File: config.mk
export PLATFORM = sky130hd
export DESIGN_NAME = ycbcr422_pair_to_rgb_flat
export DESIGN_NICKNAME = d
export VERILOG_FILES = /design/src/yc2rgb_pkg.sv /design/src/yc2rgb_if.sv /design/src/yc2rgb_cfg.sv /design/src/yc2rgb_pipe.sv /design/src/ycbcr422_pair_to_rgb.sv /design/src/flat_wrapper.sv
export SDC_FILE = /design/constraint.sdc
export NUM_CORES = 2
export LEC_CHECK = 0
export CAP_MARGIN = 20
export CORE_UTILIZATION = 51
export CTS_CLUSTER_SIZE = 12
export DETAILED_ROUTE_END_ITERATION = 7
export DONT_BUFFER_PORTS = 1
export PLACE_DENSITY = 0.66
export SYNTH_ARGS = -nofsm -noshare
export SYNTH_HDL_FRONTEND = slang
export SYNTH_HIERARCHICAL = 1
export SYNTH_SLANG_ARGS = --single-unit
export TNS_END_PERCENT = 5
File: constraint.sdc
create_clock -name clk -period 7.3 [get_ports clk]
set_input_delay 0.73 -clock clk [delete_from_list [all_inputs] [get_ports clk]]
set_output_delay 0.73 -clock clk [all_outputs]
set_load 0.01 [all_outputs]
File: src/yc2rgb_pkg.sv
// Shared types, widths and constants for the 4:2:2 YCbCr pair to RGB converter.
// Depends on nothing; every other file of the block takes names from here.
`default_nettype none

package yc2rgb_pkg;

	// Fixed widths of samples, coefficients and the APB port
	localparam int SAMPLE_W = 8;
	localparam int COEF_W   = 16;
	localparam int APB_W    = 32;
	localparam int ADDR_W   = 5;
	localparam int IDX_W    = 3;

	// Offset samples are signed and one bit wider than a sample
	localparam int OFS_W  = SAMPLE_W + 1;
	localparam int PROD_W = OFS_W + COEF_W;
	localparam int SUM_W  = PROD_W + 2;

	localparam int COEF_FRAC_BITS_DEF = 13;

	localparam logic signed [OFS_W-1:0] LUMA_OFFSET   = 9'sd16;
	localparam logic signed [OFS_W-1:0] CHROMA_OFFSET = 9'sd128;
	localparam logic [SAMPLE_W-1:0]     PIX_MAX       = 8'hff;

	// Register indexes
	localparam logic [IDX_W-1:0] REG_LUMA_GAIN   = 3'd0;
	localparam logic [IDX_W-1:0] REG_CB_TO_GREEN = 3'd1;
	localparam logic [IDX_W-1:0] REG_CR_TO_GREEN = 3'd2;
	localparam logic [IDX_W-1:0] REG_CB_TO_BLUE  = 3'd3;
	localparam logic [IDX_W-1:0] REG_CR_TO_RED   = 3'd4;

	// BT.601 reset coefficients, Q13
	localparam logic signed [COEF_W-1:0] RST_LUMA_GAIN   = 16'sd9539;
	localparam logic signed [COEF_W-1:0] RST_CB_TO_GREEN = -16'sd3209;
	localparam logic signed [COEF_W-1:0] RST_CR_TO_GREEN = -16'sd6660;
	localparam logic signed [COEF_W-1:0] RST_CB_TO_BLUE  = 16'sd16525;
	localparam logic signed [COEF_W-1:0] RST_CR_TO_RED   = 16'sd13074;

	typedef logic signed [COEF_W-1:0] coef_val_t;

	// Coefficient set handed from the register file to the datapath
	typedef struct packed {
		coef_val_t luma_gain;
		coef_val_t cb_to_green;
		coef_val_t cr_to_green;
		coef_val_t cb_to_blue;
		coef_val_t cr_to_red;
	} coef_t;

endpackage

`default_nettype wire

File: src/yc2rgb_if.sv
// Stream interfaces: 4:2:2 pixel pair in, two RGB pixels out, valid/ready.
// Depends on yc2rgb_pkg for sample widths.
`default_nettype none

interface yc2rgb_pair_if;
	logic                               valid;
	logic                               ready;
	logic [yc2rgb_pkg::SAMPLE_W-1:0]    luma_first;
	logic [yc2rgb_pkg::SAMPLE_W-1:0]    luma_second;
	logic [yc2rgb_pkg::SAMPLE_W-1:0]    chroma_blue;
	logic [yc2rgb_pkg::SAMPLE_W-1:0]    chroma_red;

	modport source(output valid, luma_first, luma_second, chroma_blue, chroma_red,
		input ready);
	modport sink(input valid, luma_first, luma_second, chroma_blue, chroma_red,
		output ready);
endinterface

interface yc2rgb_rgb_if;
	logic                               valid;
	logic                               ready;
	logic [yc2rgb_pkg::SAMPLE_W-1:0]    red_first;
	logic [yc2rgb_pkg::SAMPLE_W-1:0]    green_first;
	logic [yc2rgb_pkg::SAMPLE_W-1:0]    blue_first;
	logic [yc2rgb_pkg::SAMPLE_W-1:0]    red_second;
	logic [yc2rgb_pkg::SAMPLE_W-1:0]    green_second;
	logic [yc2rgb_pkg::SAMPLE_W-1:0]    blue_second;

	modport source(output valid, red_first, green_first, blue_first,
		red_second, green_second, blue_second, input ready);
	modport sink(input valid, red_first, green_first, blue_first,
		red_second, green_second, blue_second, output ready);
endinterface

`default_nettype wire

File: src/yc2rgb_cfg.sv
// APB register file holding the five signed colour matrix coefficients.
// Depends on yc2rgb_pkg for register indexes, reset values and coef_t.
`default_nettype none

module yc2rgb_cfg (
	input  wire logic                           clk,
	input  wire logic                           arst_n,
	input  wire logic                           psel,
	input  wire logic                           penable,
	input  wire logic                           pwrite,
	input  wire logic [yc2rgb_pkg::ADDR_W-1:0]  paddr,
	input  wire logic [yc2rgb_pkg::APB_W-1:0]   pwdata,
	output logic      [yc2rgb_pkg::APB_W-1:0]   prdata,
	output logic                                pready,
	output yc2rgb_pkg::coef_t                   coef
);

	yc2rgb_pkg::coef_t                 coef_q;
	logic [yc2rgb_pkg::IDX_W-1:0]      idx;
	logic                              wr_en;
	yc2rgb_pkg::coef_val_t             wr_val;
	yc2rgb_pkg::coef_val_t             rd_val;

	assign idx    = paddr[yc2rgb_pkg::ADDR_W-1:2];
	assign wr_en  = psel & penable & pwrite & pready;
	assign wr_val = pwdata[yc2rgb_pkg::COEF_W-1:0];
	assign pready = 1'b1;
	assign coef   = coef_q;

	// Write the addressed coefficient; drop writes beyond the last register
	always_ff @(posedge clk or negedge arst_n) begin
		if (!arst_n) begin
			coef_q.luma_gain   <= yc2rgb_pkg::RST_LUMA_GAIN;
			coef_q.cb_to_green <= yc2rgb_pkg::RST_CB_TO_GREEN;
			coef_q.cr_to_green <= yc2rgb_pkg::RST_CR_TO_GREEN;
			coef_q.cb_to_blue  <= yc2rgb_pkg::RST_CB_TO_BLUE;
			coef_q.cr_to_red   <= yc2rgb_pkg::RST_CR_TO_RED;
		end else if (wr_en) begin
			unique case (idx)
				yc2rgb_pkg::REG_LUMA_GAIN:   coef_q.luma_gain   <= wr_val;
				yc2rgb_pkg::REG_CB_TO_GREEN: coef_q.cb_to_green <= wr_val;
				yc2rgb_pkg::REG_CR_TO_GREEN: coef_q.cr_to_green <= wr_val;
				yc2rgb_pkg::REG_CB_TO_BLUE:  coef_q.cb_to_blue  <= wr_val;
				yc2rgb_pkg::REG_CR_TO_RED:   coef_q.cr_to_red   <= wr_val;
				default: ;
			endcase
		end
	end

	// Read back the addressed coefficient, sign extended
	always_comb begin
		unique case (idx)
			yc2rgb_pkg::REG_LUMA_GAIN:   rd_val = coef_q.luma_gain;
			yc2rgb_pkg::REG_CB_TO_GREEN: rd_val = coef_q.cb_to_green;
			yc2rgb_pkg::REG_CR_TO_GREEN: rd_val = coef_q.cr_to_green;
			yc2rgb_pkg::REG_CB_TO_BLUE:  rd_val = coef_q.cb_to_blue;
			yc2rgb_pkg::REG_CR_TO_RED:   rd_val = coef_q.cr_to_red;
			default:                     rd_val = '0;
		endcase
	end

	assign prdata = yc2rgb_pkg::APB_W'(rd_val);

endmodule

`default_nettype wire

File: src/yc2rgb_pipe.sv
// Four-stage conversion pipeline: offset, multiply, sum, shift and clamp.
// Depends on yc2rgb_pkg and the stream interfaces in yc2rgb_if.sv.
`default_nettype none

module yc2rgb_pipe #(
	parameter int COEF_FRAC_BITS = yc2rgb_pkg::COEF_FRAC_BITS_DEF
) (
	input  wire logic              clk,
	input  wire logic              arst_n,
	input  wire yc2rgb_pkg::coef_t coef,
	yc2rgb_pair_if.sink            pair,
	yc2rgb_rgb_if.source           rgb
);

	localparam int OW = yc2rgb_pkg::OFS_W;
	localparam int PW = yc2rgb_pkg::PROD_W;
	localparam int SW = yc2rgb_pkg::SUM_W;
	localparam int BW = yc2rgb_pkg::SAMPLE_W;

	// Per-stage valid and advance
	logic v_s1, v_s2, v_s3, v_s4;
	logic adv1, adv2, adv3, adv4;

	// Stage 1: offset samples
	logic signed [OW-1:0] y0_s1, y1_s1, cb_s1, cr_s1;
	// Stage 2: products
	logic signed [PW-1:0] yg0_s2, yg1_s2, cbg_s2, crg_s2, cbb_s2, crr_s2;
	// Stage 3: channel sums
	logic signed [SW-1:0] r0_s3, g0_s3, b0_s3, r1_s3, g1_s3, b1_s3;
	// Stage 4: clamped bytes
	logic [BW-1:0] r0_s4, g0_s4, b0_s4, r1_s4, g1_s4, b1_s4;

	// A stage moves on when it is empty or its successor moves on
	assign adv4 = !v_s4 || rgb.ready;
	assign adv3 = !v_s3 || adv4;
	assign adv2 = !v_s2 || adv3;
	assign adv1 = !v_s1 || adv2;
	assign pair.ready = adv1;

	// Floor shift then clamp to 0..255
	function automatic logic [BW-1:0] to_byte(input logic signed [SW-1:0] sum);
		logic signed [SW-1:0] q;
		q = sum >>> COEF_FRAC_BITS;
		if (sum[SW-1])
			to_byte = '0;
		else if (q[SW-1:BW] != '0)
			to_byte = yc2rgb_pkg::PIX_MAX;
		else
			to_byte = q[BW-1:0];
	endfunction

	// Advance valid bits
	always_ff @(posedge clk or negedge arst_n) begin
		if (!arst_n) begin
			v_s1 <= 1'b0;
			v_s2 <= 1'b0;
			v_s3 <= 1'b0;
			v_s4 <= 1'b0;
		end else begin
			if (adv1) v_s1 <= pair.valid;
			if (adv2) v_s2 <= v_s1;
			if (adv3) v_s3 <= v_s2;
			if (adv4) v_s4 <= v_s3;
		end
	end

	// Stage 1: remove the luma and chroma offsets
	always_ff @(posedge clk) begin
		if (adv1 && pair.valid) begin
			y0_s1 <= $signed({1'b0, pair.luma_first})  - yc2rgb_pkg::LUMA_OFFSET;
			y1_s1 <= $signed({1'b0, pair.luma_second}) - yc2rgb_pkg::LUMA_OFFSET;
			cb_s1 <= $signed({1'b0, pair.chroma_blue}) - yc2rgb_pkg::CHROMA_OFFSET;
			cr_s1 <= $signed({1'b0, pair.chroma_red})  - yc2rgb_pkg::CHROMA_OFFSET;
		end
	end

	// Stage 2: one multiplier per term
	always_ff @(posedge clk) begin
		if (adv2 && v_s1) begin
			yg0_s2 <= y0_s1 * coef.luma_gain;
			yg1_s2 <= y1_s1 * coef.luma_gain;
			cbg_s2 <= cb_s1 * coef.cb_to_green;
			crg_s2 <= cr_s1 * coef.cr_to_green;
			cbb_s2 <= cb_s1 * coef.cb_to_blue;
			crr_s2 <= cr_s1 * coef.cr_to_red;
		end
	end

	// Stage 3: add the luma term to the chroma terms of each channel
	always_ff @(posedge clk) begin
		if (adv3 && v_s2) begin
			r0_s3 <= SW'(yg0_s2) + SW'(crr_s2);
			g0_s3 <= SW'(yg0_s2) + SW'(cbg_s2) + SW'(crg_s2);
			b0_s3 <= SW'(yg0_s2) + SW'(cbb_s2);
			r1_s3 <= SW'(yg1_s2) + SW'(crr_s2);
			g1_s3 <= SW'(yg1_s2) + SW'(cbg_s2) + SW'(crg_s2);
			b1_s3 <= SW'(yg1_s2) + SW'(cbb_s2);
		end
	end

	// Stage 4: shift and clamp into the output register
	always_ff @(posedge clk) begin
		if (adv4 && v_s3) begin
			r0_s4 <= to_byte(r0_s3);
			g0_s4 <= to_byte(g0_s3);
			b0_s4 <= to_byte(b0_s3);
			r1_s4 <= to_byte(r1_s3);
			g1_s4 <= to_byte(g1_s3);
			b1_s4 <= to_byte(b1_s3);
		end
	end

	assign rgb.valid        = v_s4;
	assign rgb.red_first    = r0_s4;
	assign rgb.green_first  = g0_s4;
	assign rgb.blue_first   = b0_s4;
	assign rgb.red_second   = r1_s4;
	assign rgb.green_second = g1_s4;
	assign rgb.blue_second  = b1_s4;

endmodule

`default_nettype wire

File: src/ycbcr422_pair_to_rgb.sv
// Top level: 4:2:2 YCbCr pixel pair to two RGB pixels with a loadable matrix.
// Depends on yc2rgb_pkg, yc2rgb_if.sv, yc2rgb_cfg and yc2rgb_pipe.
//
//   channel   direction  handshake            transaction
//   pair      in         valid/ready          Y0, Y1, Cb, Cr of one pixel pair
//   rgb       out        valid/ready          R, G, B of both pixels
//   apb       in         psel/penable/pready  one coefficient register
//
// One pair enters per clock while pair.ready is high. The offset stage loads
// at the accepting edge, and the result reaches rgb behind the offset,
// multiply, sum and clamp register stages.
// Reset loads the BT.601 coefficients and empties the pipeline.
// Each stage holds while its successor is full and stalled, so bubbles close
// up and nothing is lost or repeated; pair.ready falls only when all four
// stages are full and rgb.ready is low.
`default_nettype none

module ycbcr422_pair_to_rgb #(
	parameter int COEF_FRAC_BITS = yc2rgb_pkg::COEF_FRAC_BITS_DEF
) (
	input  wire logic                           clk,
	input  wire logic                           arst_n,
	input  wire logic                           psel,
	input  wire logic                           penable,
	input  wire logic                           pwrite,
	input  wire logic [yc2rgb_pkg::ADDR_W-1:0]  paddr,
	input  wire logic [yc2rgb_pkg::APB_W-1:0]   pwdata,
	output logic      [yc2rgb_pkg::APB_W-1:0]   prdata,
	output logic                                pready,
	yc2rgb_pair_if.sink                         pair,
	yc2rgb_rgb_if.source                        rgb
);

	yc2rgb_pkg::coef_t coef;

	// Coefficient registers
	yc2rgb_cfg u_cfg (
		.clk     (clk),
		.arst_n  (arst_n),
		.psel    (psel),
		.penable (penable),
		.pwrite  (pwrite),
		.paddr   (paddr),
		.pwdata  (pwdata),
		.prdata  (prdata),
		.pready  (pready),
		.coef    (coef)
	);

	// Conversion pipeline
	yc2rgb_pipe #(
		.COEF_FRAC_BITS (COEF_FRAC_BITS)
	) u_pipe (
		.clk    (clk),
		.arst_n (arst_n),
		.coef   (coef),
		.pair   (pair),
		.rgb    (rgb)
	);

endmodule

`default_nettype wire
File: src/flat_wrapper.sv
// flat-port wrapper written by rule: the top's interface ports become plain ports
module ycbcr422_pair_to_rgb_flat 
#(
	parameter int COEF_FRAC_BITS = yc2rgb_pkg::COEF_FRAC_BITS_DEF
)
  (clk, arst_n, psel, penable, pwrite, paddr, pwdata, prdata, pready, pair_valid, pair_luma_first, pair_luma_second, pair_chroma_blue, pair_chroma_red, pair_ready, rgb_valid, rgb_red_first, rgb_green_first, rgb_blue_first, rgb_red_second, rgb_green_second, rgb_blue_second, rgb_ready);
  yc2rgb_pair_if pair_i ();
  yc2rgb_rgb_if rgb_i ();
  input  wire logic clk;
  input  wire logic arst_n;
  input  wire logic psel;
  input  wire logic penable;
  input  wire logic pwrite;
  input  wire logic [yc2rgb_pkg::ADDR_W-1:0] paddr;
  input  wire logic [yc2rgb_pkg::APB_W-1:0] pwdata;
  output logic      [yc2rgb_pkg::APB_W-1:0] prdata;
  output logic pready;
  input wire logic [$bits(pair_i.valid)-1:0] pair_valid;
  input wire logic [$bits(pair_i.luma_first)-1:0] pair_luma_first;
  input wire logic [$bits(pair_i.luma_second)-1:0] pair_luma_second;
  input wire logic [$bits(pair_i.chroma_blue)-1:0] pair_chroma_blue;
  input wire logic [$bits(pair_i.chroma_red)-1:0] pair_chroma_red;
  output wire logic [$bits(pair_i.ready)-1:0] pair_ready;
  output wire logic [$bits(rgb_i.valid)-1:0] rgb_valid;
  output wire logic [$bits(rgb_i.red_first)-1:0] rgb_red_first;
  output wire logic [$bits(rgb_i.green_first)-1:0] rgb_green_first;
  output wire logic [$bits(rgb_i.blue_first)-1:0] rgb_blue_first;
  output wire logic [$bits(rgb_i.red_second)-1:0] rgb_red_second;
  output wire logic [$bits(rgb_i.green_second)-1:0] rgb_green_second;
  output wire logic [$bits(rgb_i.blue_second)-1:0] rgb_blue_second;
  input wire logic [$bits(rgb_i.ready)-1:0] rgb_ready;
  assign pair_i.valid = pair_valid;
  assign pair_i.luma_first = pair_luma_first;
  assign pair_i.luma_second = pair_luma_second;
  assign pair_i.chroma_blue = pair_chroma_blue;
  assign pair_i.chroma_red = pair_chroma_red;
  assign pair_ready = pair_i.ready;
  assign rgb_valid = rgb_i.valid;
  assign rgb_red_first = rgb_i.red_first;
  assign rgb_green_first = rgb_i.green_first;
  assign rgb_blue_first = rgb_i.blue_first;
  assign rgb_red_second = rgb_i.red_second;
  assign rgb_green_second = rgb_i.green_second;
  assign rgb_blue_second = rgb_i.blue_second;
  assign rgb_i.ready = rgb_ready;
  ycbcr422_pair_to_rgb #(.COEF_FRAC_BITS(COEF_FRAC_BITS)) u_core (.clk(clk), .arst_n(arst_n), .psel(psel), .penable(penable), .pwrite(pwrite), .paddr(paddr), .pwdata(pwdata), .prdata(prdata), .pready(pready), .pair(pair_i), .rgb(rgb_i));
endmodule
==> reports/metrics.yaml <==
detailed_routing:
  wl_mm: 113.2
  vias: 31070
  drc: 1
  ant_nets: 0
  wl_per_cell_um: 19.79
  drt_pass1_iterations: 8
  drt_iter0_markers: 1779
  via_per_inst: 5.431
global_route:
  grt-ovfl-total: 0
  antenna_found_initial: 7
  gr-usage-all-layers: 0.2422
  use_met2: 0.3767
  grtUsageMet3: 0.04775
  grt_pass1_vias: 31980
  met1_usage: 0.3391
  grt_pass1_wl_mm: 178.5
  grt_max_degree: 85
  busiest_layer: "met2"
yosys:
  syn_area_um2: 48360
  synthArstFlopShare: 0.2121
  synth_top_family_by_area: "adder cells"
  yosysMostFrequentCell: "fa_1"
  synth_common_cells: "fa_1, inv_1, ha_1, nand2_1, and2_1"
  yosys-top-cells-area: "fa_1, edfxtp_1, ha_1"
  synth_top_cell_by_area: "fa_1"
  synth_fa_ha_area_frac: 0.4351
  synth-compound-area-share: 0.06884
  syn-instance-count: 4488
  synthesis.nets: 5786
  yosys_warnings: 6
  synth_edf_count: 312
  ys_dominant_reg_cell: "edfxtp_1"
  synth_xor_area_frac: 0.03839
  ys_ff_latch: 396
  yosys.area_share.simple: 0.1341
  yosysSeqAreaShare: 0.2382
  syn_area_per_cell_um2: 10.78
  synth_cell_type_count: 88
  synthMuxAreaShare: 0.02403
  synth_top_area_share: 0.3171
die:
  die_h_um: 309.9
  rows: 112
  die-area_um2: 96060
  start_util: 0.5166
  io_pins: 159
  core-area_um2: 93610
  dieWidth_um: 309.9
timing:
  hold_viol_final: 0
  period_needed_ns: 6.340
  tns_ns: 0
  slew_violations: 0
  setup_viol: 0
  fmaxAchievable_ghz: 0.1577
  period_share: 0.8685
  rsz0062_at_grt: "no"
  relSlewSlack: 0.2731
  worstMarginPinSlew_ns: 1.090
  skew_ns: 0.02815
clock_tree:
  clockBufferDepth: 3
  numCtsBuffers: 49
  cts_root_buffer: "clkbuf_16"
  cts_tree: "built"
  cts_resized: 0
  cts.clk_slew.worst_paths_ns: 0.06
  post-cts-setup-buffer-count: 0
  cts_sinks: 396
  clock_latency_ns: 0.64
  cts.htree.levels: 2
hold_path:
  worstHoldPathType: "input pin to flop"
setup_path:
  path_common_cell: "fa_1"
  arrival_ns: 6.70
  crit_required_ns: 7.66
  cp_max_fo: 16
  path_cells: "nand2_1 -> fa_1 -> fa_1 -> inv_1 -> fa_1 -> fa_1 -> fa_1 -> ha_1 -> a21o_1 -> a221oi_2 -> nor4b_1 -> nor3_1 -> o31ai_1 -> o311a_1 -> a21oi_1 -> nor2_1 -> xnor2_1"
  cp_slowest_cell: "edfxtp_1"
  crit_type: "flop to flop"
  endpoint_kind: "flop"
  slowest_delay_ns: 0.79
  cp_top_family: "adder cells"
  crit_buf_inv: 1
  cp-start-kind: "flop"
run_status:
  outcome: "complete, but fails checks"
  violations: "DRC"
placed_design:
  placed_cells: 5623
  globalplace.congestion: 0.8995
  portBuffers: 0
  hpwl_mm: 92.71
layout:
  stdcell_count: 5721
  layout-drive-gt1-share: 0.06324
  final_nets: 5721
  n_fill_cell: 8228
  area_growth_pct: 5.857
run:
  maxCapViolCount: 0
[stage by stage]
| stage | cell area [um2] | hold slack, ns | util | setup WS, ns |
|---|---|---|---|---|
| floorplan | 48360 | 0.4344 | - | 1.551 |
| global placement | 49520 | 0.4394 | 0.5290 | 1.074 |
| detailed placement | 49520 | 0.4364 | 0.5290 | 1.021 |
| CTS | 51160 | 0.1291 | 0.5465 | 0.9721 |
| global route | 51180 | 0.1532 | 0.5467 | 0.6455 |
| finish | 51200 | 0.1760 | 0.5469 | 0.9596 |
[placed cells by master (no fill, tap or decap), types with 27 or more instances in the layout]
cell type	n
dfstp_2	40
a21o_1	87
xor2_1	48
dfrtp_1	44
clkbuf_16	49
ha_1	456
buf_4	32
nand2_1	440
xnor2_1	164
mux2_2	89
edfxtp_1	312
o21a_1	28
nor2b_1	80
o21ai_0	74
inv_1	607
nor2_1	230
a21oi_1	138
and2_1	406
nor3_1	32
nand3_1	27
fa_1	766
[final timing paths]
check	start	endpoint	slack (ns)	cells after the start
max	u_core/u_pipe/cr_s1[5]	u_core/u_pipe/crg_s2[24]	0.96	17
min	pair_chroma_red[6]	u_core/u_pipe/cr_s1[6]	0.18	0
max reg2reg	u_core/u_pipe/cr_s1[5]	u_core/u_pipe/crg_s2[24]	0.96	17
min reg2reg	u_core/u_pipe/v_s1	u_core/u_pipe/v_s2	0.50	1
max in group asynchronous	arst_n	u_core/u_cfg/coef[8]	6.20	2
min in group asynchronous	arst_n	u_core/u_pipe/v_s3	0.62	2
[worst register-to-register path: cells and delay by family, from the launching register on]
kind            cells  cell delay [ns]
compound gates      5             1.44
xor+xnor            1             0.09
fa+ha+maj           6             2.80
buf+inv             1             0.06
flops               1             0.79
simple gates        4             0.89
[metal layers]
metal  up-vias  share of wire
met5         -        0.00011
met4         2          0.035
met3       149          0.063
met2       727           0.45
met1     15760           0.46
li1      14430              -
[layout make-up]
type | count | area (um2) | share of cell area
Antenna cell | 8 | 20.02 | 0.0003910
Timing Repair Buffer | 35 | 292.8 | 0.005719
Inverter | 608 | 2282 | 0.04458
Multi-Input combinational cell | 3333 | 33900 | 0.6622
Tap cell | 1254 | 1569 | 0.03065
Sequential cell | 396 | 11520 | 0.2250
Clock inverter | 30 | 340.3 | 0.006648
Clock buffer | 57 | 1266 | 0.02473
[kinds of logic (layout without fill, tap and decap cells)]
| logic type | after synthesis | after routing |
|---|---|---|
| other | 1 | 9 |
| AOI/OAI and AO/OA | 496 | 496 |
| xor gates and xnor gates | 212 | 212 |
| buffers and inverters | 759 | 730 |
| muxes | 100 | 100 |
| DFF | 396 | 396 |
| adders and majority gates | 1222 | 1222 |
| and+or+nand+nor | 1302 | 1302 |
[registers in the layout (all words and copies together) (netlist names), 9 cells and up]
signal	cells
u_core/u_cfg/coef	80
u_core/u_pipe/b0_s3	13
u_core/u_pipe/b1_s3	13
u_core/u_pipe/cbb_s2	25
u_core/u_pipe/cbg_s2	25
u_core/u_pipe/crg_s2	25
u_core/u_pipe/crr_s2	25
u_core/u_pipe/g0_s3	14
u_core/u_pipe/g1_s3	14
u_core/u_pipe/r0_s3	13
u_core/u_pipe/r1_s3	13
u_core/u_pipe/y0_s1	9
u_core/u_pipe/y1_s1	9
u_core/u_pipe/yg0_s2	25
u_core/u_pipe/yg1_s2	25
[what timing repair did]
| action | CTS | global route |
|---|---|---|
| setup endpoints to repair | 0 | 0 |
| hold buffers | 2 | 0 |
| endpoints found under the hold margin | 84 | 0 |
Power is left out: the tool's default activity adds up to more than one toggle a clock period on the data nets, which glitch-free logic cannot reach.
